<file path="config.mk">
export PLATFORM = sky130hd
export DESIGN_NAME = longest_ones_window_k_gaps_top
export DESIGN_NICKNAME = d
export VERILOG_FILES = /design/src/rtl/lowkg_pkg.sv /design/src/rtl/longest_ones_window_k_gaps_top.sv /design/src/rtl/lowkg_tracker.sv
export VERILOG_INCLUDE_DIRS = /design/src /design/src/rtl
export SDC_FILE = /design/constraint.sdc
export NUM_CORES = 1
export LEC_CHECK = 0
export ABC_AREA = 1
export BUFFER_PORTS_ARGS = -buffer_cell sky130_fd_sc_hd__buf_2
export CORE_UTILIZATION = 40
export DETAILED_ROUTE_END_ITERATION = 7
export PLACE_DENSITY_LB_ADDON = 0.25
export REMOVE_ABC_BUFFERS = 1
export SYNTH_ARGS = -nofsm -noshare
export SYNTH_HDL_FRONTEND = slang
export SYNTH_SLANG_ARGS = --single-unit
</file>
<file path="constraint.sdc">
create_clock -name clk_i -period 17.1 [get_ports clk_i]
set_input_delay 3.42 -clock clk_i [delete_from_list [all_inputs] [get_ports clk_i]]
set_output_delay 3.42 -clock clk_i [all_outputs]
set_load 0.1 [all_outputs]
</file>
<file path="src/rtl/longest_ones_window_k_gaps_top_macros.svh">
// Assertion macros for the longest ones window block.
// Each use expands to one concurrent assertion clocked on clk_i, reset by rst_ni.
`ifndef LONGEST_ONES_WINDOW_K_GAPS_TOP_MACROS_SVH
`define LONGEST_ONES_WINDOW_K_GAPS_TOP_MACROS_SVH

// Check that cons holds in the same cycle as ante.
`define LOWKG_ASSERT_SAME(label, ante, cons, msg) \
  label: assert property (@(posedge clk_i) disable iff (!rst_ni) (ante) |-> (cons)) \
    else $error(msg);

// Check that cons holds in the cycle after ante.
`define LOWKG_ASSERT_NEXT(label, ante, cons, msg) \
  label: assert property (@(posedge clk_i) disable iff (!rst_ni) (ante) |=> (cons)) \
    else $error(msg);

`endif

</file>
<file path="src/rtl/lowkg_pkg.sv">
// Shared constants and types for the longest ones window block.
// No dependencies.
package lowkg_pkg;

  localparam int unsigned LOWKG_MAX_GAPS = 16;
  localparam int unsigned LOWKG_LEN_BITS = 20;

  localparam int unsigned GAP_W      = 5;
  localparam int unsigned OUT_W      = 20;
  localparam int unsigned APB_DW     = 32;
  localparam int unsigned CFG_ADDR_W = 2;

  localparam int unsigned REG_GAP_LIMIT = 0;

  localparam logic [GAP_W-1:0] GAP_LIMIT_RESET = GAP_W'(1);

  typedef struct packed {
    logic bit_value;
    logic is_final;
  } lowkg_beat_t;

endpackage

</file>
<file path="src/rtl/longest_ones_window_k_gaps_top.sv">
// Longest ones window, at most gap_limit zero runs (0 as 1, max MAX_GAPS), one bit per beat.
// Throughput: one input beat per cycle unless a final beat waits on a stalled result output;
// one result on each final bit, via the input register and then the result register.
// Reset: rst_ni async active low; clears stream state and sets gap_limit to 1.
// Depends on lowkg_pkg, lowkg_tracker and longest_ones_window_k_gaps_top_macros.svh.
`include "longest_ones_window_k_gaps_top_macros.svh"

module longest_ones_window_k_gaps_top import lowkg_pkg::*; #(
  parameter int unsigned MAX_GAPS = LOWKG_MAX_GAPS,
  parameter int unsigned LEN_BITS = LOWKG_LEN_BITS
) (
  input  logic                  clk_i,
  input  logic                  rst_ni,
  input  logic                  psel,
  input  logic                  penable,
  input  logic                  pwrite,
  input  logic [CFG_ADDR_W-1:0] paddr,
  input  logic [APB_DW-1:0]     pwdata,
  output logic [APB_DW-1:0]     prdata,
  output logic                  pready,
  input  logic                  bit_value_i,
  input  logic                  is_final_i,
  input  logic                  in_valid_i,
  output logic                  in_ready_o,
  output logic [OUT_W-1:0]      best_length_o,
  output logic                  out_valid_o,
  input  logic                  out_ready_i
);

  logic [GAP_W-1:0]    gap_q;
  logic                reg_hit;
  logic                s1_valid_q, s1_valid_d;
  lowkg_beat_t         s1_q;
  logic                in_fire;
  logic                out_free;
  logic                step;
  logic                out_valid_q, out_valid_d;
  logic [OUT_W-1:0]    best_length_q;
  logic [LEN_BITS-1:0] best_next;
  logic [LEN_BITS+OUT_W-1:0] best_ext;

  assign pready  = 1'b1;
  assign reg_hit = (paddr >> 2) == CFG_ADDR_W'(REG_GAP_LIMIT);
  assign prdata  = reg_hit ? APB_DW'(gap_q) : '0;

  always_ff @(posedge clk_i or negedge rst_ni) begin
    if (!rst_ni) begin
      gap_q <= GAP_LIMIT_RESET;
    end else if (psel && penable && pwrite && pready && reg_hit) begin
      gap_q <= pwdata[GAP_W-1:0];
    end
  end

  assign out_free   = !out_valid_q || out_ready_i;
  assign step       = s1_valid_q && (!s1_q.is_final || out_free);
  assign in_ready_o = !s1_valid_q || step;
  assign in_fire    = in_valid_i && in_ready_o;
  assign s1_valid_d = in_fire || (s1_valid_q && !step);

  always_ff @(posedge clk_i or negedge rst_ni) begin
    if (!rst_ni) begin
      s1_valid_q <= 1'b0;
    end else begin
      s1_valid_q <= s1_valid_d;
    end
  end

  always_ff @(posedge clk_i) begin
    if (in_fire) begin
      s1_q.bit_value <= bit_value_i;
      s1_q.is_final  <= is_final_i;
    end
  end

  lowkg_tracker #(
    .MAX_GAPS (MAX_GAPS),
    .LEN_BITS (LEN_BITS)
  ) u_tracker (
    .clk_i       (clk_i),
    .rst_ni      (rst_ni),
    .step_i      (step),
    .beat_i      (s1_q),
    .gap_limit_i (gap_q),
    .best_o      (best_next)
  );

  assign best_ext    = (LEN_BITS + OUT_W)'(best_next);
  assign out_valid_d = (step && s1_q.is_final) || (out_valid_q && !out_ready_i);

  always_ff @(posedge clk_i or negedge rst_ni) begin
    if (!rst_ni) begin
      out_valid_q <= 1'b0;
    end else begin
      out_valid_q <= out_valid_d;
    end
  end

  always_ff @(posedge clk_i) begin
    if (step && s1_q.is_final) begin
      best_length_q <= best_ext[OUT_W-1:0];
    end
  end

  assign out_valid_o   = out_valid_q;
  assign best_length_o = best_length_q;

  `LOWKG_ASSERT_NEXT(a_final_gives_result, step && s1_q.is_final, out_valid_q, "final beat lost")
  `LOWKG_ASSERT_SAME(a_stall_needs_beat, !in_ready_o, s1_valid_q, "stall without held beat")
  `LOWKG_ASSERT_NEXT(a_final_held, s1_valid_q && s1_q.is_final && out_valid_q && !out_ready_i, s1_valid_q, "blocked final beat dropped")

endmodule

</file>
<file path="src/rtl/lowkg_tracker.sv">
// Stream state of the longest ones window block: position, zero run end line, best score.
// Depends on lowkg_pkg.
module lowkg_tracker import lowkg_pkg::*; #(
  parameter int unsigned MAX_GAPS = LOWKG_MAX_GAPS,
  parameter int unsigned LEN_BITS = LOWKG_LEN_BITS
) (
  input  logic                clk_i,
  input  logic                rst_ni,
  input  logic                step_i,
  input  lowkg_beat_t         beat_i,
  input  logic [GAP_W-1:0]    gap_limit_i,
  output logic [LEN_BITS-1:0] best_o
);

  localparam int unsigned JW = $clog2(MAX_GAPS + 2);
  localparam int unsigned IW = $clog2(MAX_GAPS + 1);
  localparam int unsigned CW = JW + GAP_W;

  logic [LEN_BITS-1:0] pos_q, pos_d;
  logic                prev_q;
  logic [JW-1:0]       seen_q, seen_d;
  logic [LEN_BITS-1:0] best_q, best_d;
  logic [LEN_BITS-1:0] ends_q [MAX_GAPS+1];
  logic [LEN_BITS-1:0] ends_v [MAX_GAPS+1];

  logic                push;
  logic [CW-1:0]       gap_ext;
  logic [JW-1:0]       k;
  logic [JW-1:0]       j;
  logic [JW-1:0]       idx;
  logic [LEN_BITS-1:0] run_end;
  logic [LEN_BITS-1:0] score;

  assign push  = beat_i.bit_value && !prev_q;
  assign pos_d = (&pos_q) ? pos_q : pos_q + LEN_BITS'(1);

  always_comb begin
    seen_d = seen_q;
    if (push && (seen_q < JW'(MAX_GAPS + 1))) begin
      seen_d = seen_q + JW'(1);
    end
  end

  always_comb begin
    ends_v[0] = push ? pos_q : ends_q[0];
    for (int unsigned i = 1; i <= MAX_GAPS; i++) begin
      ends_v[i] = push ? ends_q[i-1] : ends_q[i];
    end
  end

  always_comb begin
    gap_ext = CW'(gap_limit_i);
    if (gap_ext == CW'(0)) begin
      k = JW'(1);
    end else if (gap_ext > CW'(MAX_GAPS)) begin
      k = JW'(MAX_GAPS);
    end else begin
      k = gap_ext[JW-1:0];
    end
    j   = beat_i.bit_value ? k + JW'(1) : k;
    idx = j - JW'(1);
    run_end = (j <= seen_d) ? ends_v[idx[IW-1:0]] : '0;
    score   = (run_end < pos_d) ? pos_d - run_end : '0;
    best_d  = (score > best_q) ? score : best_q;
  end

  assign best_o = best_d;

  always_ff @(posedge clk_i or negedge rst_ni) begin
    if (!rst_ni) begin
      pos_q  <= '0;
      prev_q <= 1'b1;
      seen_q <= '0;
      best_q <= '0;
    end else if (step_i) begin
      if (beat_i.is_final) begin
        pos_q  <= '0;
        prev_q <= 1'b1;
        seen_q <= '0;
        best_q <= '0;
      end else begin
        pos_q  <= pos_d;
        prev_q <= beat_i.bit_value;
        seen_q <= seen_d;
        best_q <= best_d;
      end
    end
  end

  always_ff @(posedge clk_i) begin
    if (step_i && push) begin
      for (int unsigned i = 0; i <= MAX_GAPS; i++) begin
        ends_q[i] <= ends_v[i];
      end
    end
  end

endmodule

</file>
# --- Word-level counts from Yosys, hierarchy flattened ---
# Memories as Yosys holds them, arrays and structs flattened.
# Index checks and enable logic that the tools add are counted.
word_totals:
  ram_bits: 340
  elab_cells: 80
  reg_bits: 75
  n_memories: 1
  in_bits: 43
mem_list:
  columns: ["memory", "depth", "width", "read_ports", "rd_ports_with_merged_regs", "wr", "line_no", "rtl"]
  rows:
  - ["u_tracker.ends_q", 17, 20, 17, 0, 17, "lowkg_tracker.sv:23", "logic [LEN_BITS-1:0] ends_q [MAX_GAPS+1];"]
classes:
  mux: 34
  n_reduce_logical: 23
  n_bitwise: 1
  magnitude_cmp: 6
  addsub: 5
ops:
  columns: ["operator", "count"]
  rows:
  - ["$mux 20", 25]
  - ["$bmux 20 s5", 1]
  - ["$mux 5", 5]
  - ["$add 20x1->20 const B", 1]
  - ["$gt 20x20->1", 1]
  - ["$lt 20x20->1", 1]
  - ["$reduce_and 20->1", 1]
  - ["$sub 20x20->20", 1]
  - ["$add 5x1->5 const B", 2]
  - ["$logic_and 1x1->1", 10]
  - ["$ge 6x6->1 const B", 1]
  - ["$logic_not 1->1", 6]
  - ["$not 5->6", 1]
  - ["$gt 5x5->1 const B", 1]
  - ["$le 5x5->1", 1]
  - ["$logic_not 5->1", 1]
  - ["$logic_or 1x1->1", 5]
  - ["$lt 5x5->1 const B", 1]
  - ["$sub 5x1->5 const B", 1]
  - ["$mux 1", 3]

# --- Logic depth before layout (Yosys ltp) ---
depth:
  word_depth: 16
  depth_mapped: 47

# --- Hierarchy ---
# From an unflattened synthesis, not the netlist that was laid out.
hier_totals:
  hier_cells: 2920
  area_unflattened_um2: 23734.0
modules_own_cells:
  columns: ["mod", "area_each_um2", "instances", "cells_per_inst"]
  rows:
  - ["lowkg_tracker", 22539.1, 1, 2832]
  - ["longest_ones_window_k_gaps_top", 1194.9, 1, 88]

# --- Worst setup path after synthesis ---
# No wires, ideal clock.
synth_timing:
  kind: "input-to-reg"
  from: "in out_ready_i"
  to: "mem u_tracker.ends_q[0][0] (netlist name), enable pin"
  setup_ps: 1051
  t_arrival_ps: 17937
  stages: 5
  required_ps: 16049
  path_slack_ps: -1888
  cell_sequence: "inv_1 nand3_1 nand2_1 clkbuf_1 nor2_1"
synth_rtl:
  columns: ["item", "line_no", "rtl"]
  rows:
  - ["start, declared", "longest_ones_window_k_gaps_top.sv:27", "input logic out_ready_i"]
  - ["end, declared", "lowkg_tracker.sv:23", null]

# --- Final worst setup path ---
layout_timing:
  from: "reg gap_q[0]"
  to: "reg best_length_q[1] (netlist: best_length_o[1]), data pin"
layout_between:
  elab_chain_len: 15
  elab_cells_between_ends: 18
  classes_between: "add/sub (3); order compare (4); mux (9); bitwise (1); reduce/logical (1)"
layout_rtl:
  columns: ["item", "line_no", "rtl"]
  rows:
  - ["start, declared", "longest_ones_window_k_gaps_top.sv:30", "logic [GAP_W-1:0] gap_q;"]
  - ["start signal, assigned", "longest_ones_window_k_gaps_top.sv:50", "gap_q <= pwdata[GAP_W-1:0];"]
  - ["$gt 5x5->1", "lowkg_tracker.sv:55", "end else if (gap_ext > CW'(MAX_GAPS)) begin"]
  - ["$mux 5", "lowkg_tracker.sv:55", null]
  - ["$mux 5 (*)", "lowkg_tracker.sv:53", "if (gap_ext == CW'(0)) begin"]
  - ["$add 5x1->5", "lowkg_tracker.sv:60", "j = beat_i.bit_value ? k + JW'(1) : k;"]
  - ["$mux 5 (*)", "lowkg_tracker.sv:60", null]
  - ["$sub 5x1->5", "lowkg_tracker.sv:61", "idx = j - JW'(1);"]
  - ["$not 5->6 (not written as such)", "lowkg_tracker.sv:62", "run_end = (j <= seen_d) ? ends_v[idx[IW-1:0]] : '0;"]
  - ["$bmux 20 s5", "lowkg_tracker.sv:62", null]
  - ["$mux 20 (not written as such) (2 in series)", "lowkg_tracker.sv:62", null]
  - ["$mux 20 (*)", "lowkg_tracker.sv:62", null]
  - ["$sub 20x20->20 or $lt 20x20->1 (tied branches)", "lowkg_tracker.sv:63", "score = (run_end < pos_d) ? pos_d - run_end : '0;"]
  - ["$mux 20 (*)", "lowkg_tracker.sv:63", null]
  - ["$gt 20x20->1", "lowkg_tracker.sv:64", "best_d = (score > best_q) ? score : best_q;"]
  - ["$mux 20 (*)", "lowkg_tracker.sv:64", null]
  - ["named net best_next[1]", "longest_ones_window_k_gaps_top.sv:39", "logic [LEN_BITS-1:0] best_next;"]
  - ["end signal, assigned", "longest_ones_window_k_gaps_top.sv:100", "best_length_q <= best_ext[OUT_W-1:0];"]
  - ["end, declared", "longest_ones_window_k_gaps_top.sv:38", "logic [OUT_W-1:0] best_length_q;"]
# The timed path passes the listed nets; every way through them passes the cells marked *. The select of a mux whose other input is x is not followed.
# A chain may end at the register's enable or synchronous reset.

==> flow_summary.toml <==
[floorplan]
ios = 98
die_w_um = 247
rows = 89
die_y_um = 247
initial_core_util_pct = 40.5
core-area_um2 = 59100
die_area_um2 = 60900

[detailed_routing]
first_iter_violations = 2065
drc_errors = 0
antenna_left = 0
dr.pass1.iters = 5
vias_per_cell = 5.37
vias = 19700
avgRoutedWirePerCell_um = 17.4
wl_um = 63700

[synth]
netlist.top_cell.by_area = "edfxtp_1"
ys_ff_latch = 415
syn_area_per_cell_um2 = 8.23
synthSimpleGateAreaFrac_pct = 26.7
ys.warnings.count = 0
ys_seq_area_share_pct = 50.9
synth_compound_area_share_pct = 9.08
postSynthCellCount = 2911
synth-adder-area-share_pct = 2.59
ys_top_cells_by_area = "edfxtp_1 (45%), nand2_1 (14%), nand3_1 (9.7%), dfrtp_1 (5.3%), inv_1 (4.4%)"
synth_top_area_share_pct = 45.3
synthMuxAreaShare_pct = 0.757
yosys_most_used_dff = "edfxtp_1"
synth_top_family_by_area = "simple AND/OR/NAND/NOR gates"
synth_xor_area_share_pct = 0.908
synth_edf_count = 362
synth_cell_types = 50
synth_area_um2 = 24000
async_reset_ff_share_pct = 12.8

[timing]
setup_tns_ns = 0
slew_headroom_pct = 22.2
worst_slew_pin_slew_ns = 1.16
final.setup_skew_ns = 0.0273
hold_viol = 0
setup_viol = 0
period_share_pct = 55.2
slew_viol_final = 0
min_period_ns = 9.44
rsz0062_at_grt = "no"
max_freq_mhz = 106

[critical_path]
cpMaxStageDelayCell = "nand2_4"
criticalPathCategory = "register to register"
r2r-end = "best_length_o[1]"
rr_worst_depth = 32
ff2ff_setup_slack_ns = 7.66
cp-start-kind = "register"
cp_data_arrival_time_ns = 9.79
crit_top_cell = "nand2_1"
crit_fanout = 73
required_ns = 17.45
timing.rr.start = "gap_q[0]"
slowest_delay_ns = 1.14
critical_path.endpoint_type = "register"

[grt]
use_met3_pct = 2.91
antenna_found_initial = 0
grt-busiest-layer = "met2"
gr-usage-met1_pct = 30.5
grt_use_met2_pct = 32.6
grt_pass1_wl_um = 103000
grt-ovfl-total = 0
grtUsageTotal_pct = 21.1
grt_max_degree = 98
first_global_vias = 19000

[finish]
antenna-diode-count = 0
nNetsFinal = 2952
final_cell_mix = "nand2_1 (915), nand3_1 (462), edfxtp_1 (362)"
syn_to_final_growth_pct = 8.81
drive_above_1_share_pct = 6.52
fill_cells = 5804
post_layout_nonfiller_instances = 3672
layout_commonest_cell = "nand2_1"

[min_path]
min-delay-start = "u_tracker.best_q[17]"
min_path_cells = 2
hold_path_end = "u_tracker.best_q[17]"
hold_class = "register to register"

[run_status]
status = "finished, final reports clean"

[place]
io_buffer_count = 40
place_inst = 3583
post-dp-hpwl_um = 37100
place_congestion = 0.864

[clock_network]
holdBufCountCts = 0
post_cts_buffers = 0
clkSlewWorstSetupHoldPaths_ns = 0.06
clk-insertion-delay-late_ns = 0.61
cts.sinks = 415
postCtsResizedCells = 0
ctsRootBufferMaster = "clkbuf_16"
cts_buffers = 48
ctsHtreeMaxLevel = 2
clk_path_buf_depth = 3
cts_tree = "yes"

[power_and_ir_drop]
leakagePower_nw = 11.2
peakVddDrop_mv = 0.159
p_per_area_nw_per_um2 = 152

[flow_run]
cap_violations = 0
-- worst max-delay path: cells and delay by family (launching register included) --
kind | cells | cell delay (ns)
AND/OR/NAND/NOR | 17 | 4.31
AO/OA/AOI/OAI | 4 | 0.84
adder cells (fa/ha/maj) | 3 | 1.50
buffers and inverters | 8 | 1.80
flip-flops | 1 | 0.58
-- state kept, by name (all words and copies together) (netlist names) --
signal	cells
out_valid_o	1
gap_q	5
u_tracker.ends_q	340
s1_q	2
u_tracker.pos_q	20
u_tracker.prev_q	1
s1_valid_q	1
best_length_o	20
u_tracker.seen_q	5
u_tracker.best_q	20
-- logic make-up after synthesis --
family                   Yosys count
AO/OA/AOI/OAI                    415
XOR/XNOR                          24
adder cells (fa/ha/maj)           49
buffers and inverters            488
flip-flops                       415
multiplexers                      18
other                              2
AND/OR/NAND/NOR                 1500
-- power breakdown --
group / internal (mW) / leakage, nW / switching (mW)
clock: 0.613 / 0.776 / 0.429
combinational: 0.449 / 6.43 / 1.22
sequential: 1.21 / 4.01 / 0.0300
-- worst max-delay path by stage --
stage | from | end | depth (start not counted)
finish | gap_q[0] | best_length_o[1] | 32
global route | gap_q[1] | best_length_o[1] | 33
CTS | gap_q[0] | best_length_o[1] | 32
detailed placement | gap_q[0] | best_length_o[1] | 32
global placement | gap_q[0] | best_length_o[13] | 32
floorplan | out_ready_i | u_tracker.ends_q[0][0] | 4
-- synth_stat cells (4+ instances only) --
master and instances:
a21boi_0 4, a21oi_1 59, and2_1 7, buf_1 19
buf_2 52, buf_4 49, buf_6 11, clkbuf_1 68
dfrtp_1 51, edfxtp_1 362, ha_1 48, inv_1 281
inv_2 7, mux2i_1 17, nand2_1 916, nand3_1 464
nand3b_1 9, nand4_1 15, nor2_1 50, nor3_1 13
o21ai_0 159, o21ai_1 162, o21ai_2 7, o22ai_1 8
or2_2 15, xnor2_1 7, xor2_1 16
-- metal layers --
| layer | vias up | part of all wire (%) |
|---|---|---|
| met5 | - | 0 |
| met4 | 0 | 2.3 |
| met3 | 79 | 5.9 |
| met2 | 568 | 45 |
| met1 | 9439 | 47 |
| li1 | 9617 | - |
-- final cells by class --
type	count	area (um^2)	share of cell area, %
multi-input combinational	2034	9790	37.5
sequential	415	12200	46.8
clock buffer	73	1410	5.39
inverter	289	1090	4.19
clock inverter	16	188	0.720
timing repair buffer	72	440	1.69
tap	773	967	3.71
-- stage by stage --
stage / setup WS, ns / hold slack [ns] / util [%] / total power [mW] / area [um^2]
2_1_floorplan: -2.04 / 0.449 / - / 2.46 / 23000
3_3_place_gp: 7.78 / 0.465 / 41.4 / 2.91 / 24500
3_5_place_dp: 7.71 / 0.466 / 41.4 / 2.92 / 24500
4_1_cts: 7.64 / 0.482 / 44.1 / 3.98 / 26100
5_1_grt: 6.87 / 0.502 / 44.1 / 4.21 / 26100
6_report: 7.66 / 0.481 / 44.1 / 3.95 / 26100
No activity file was read; power rests on OpenSTA's default activity.
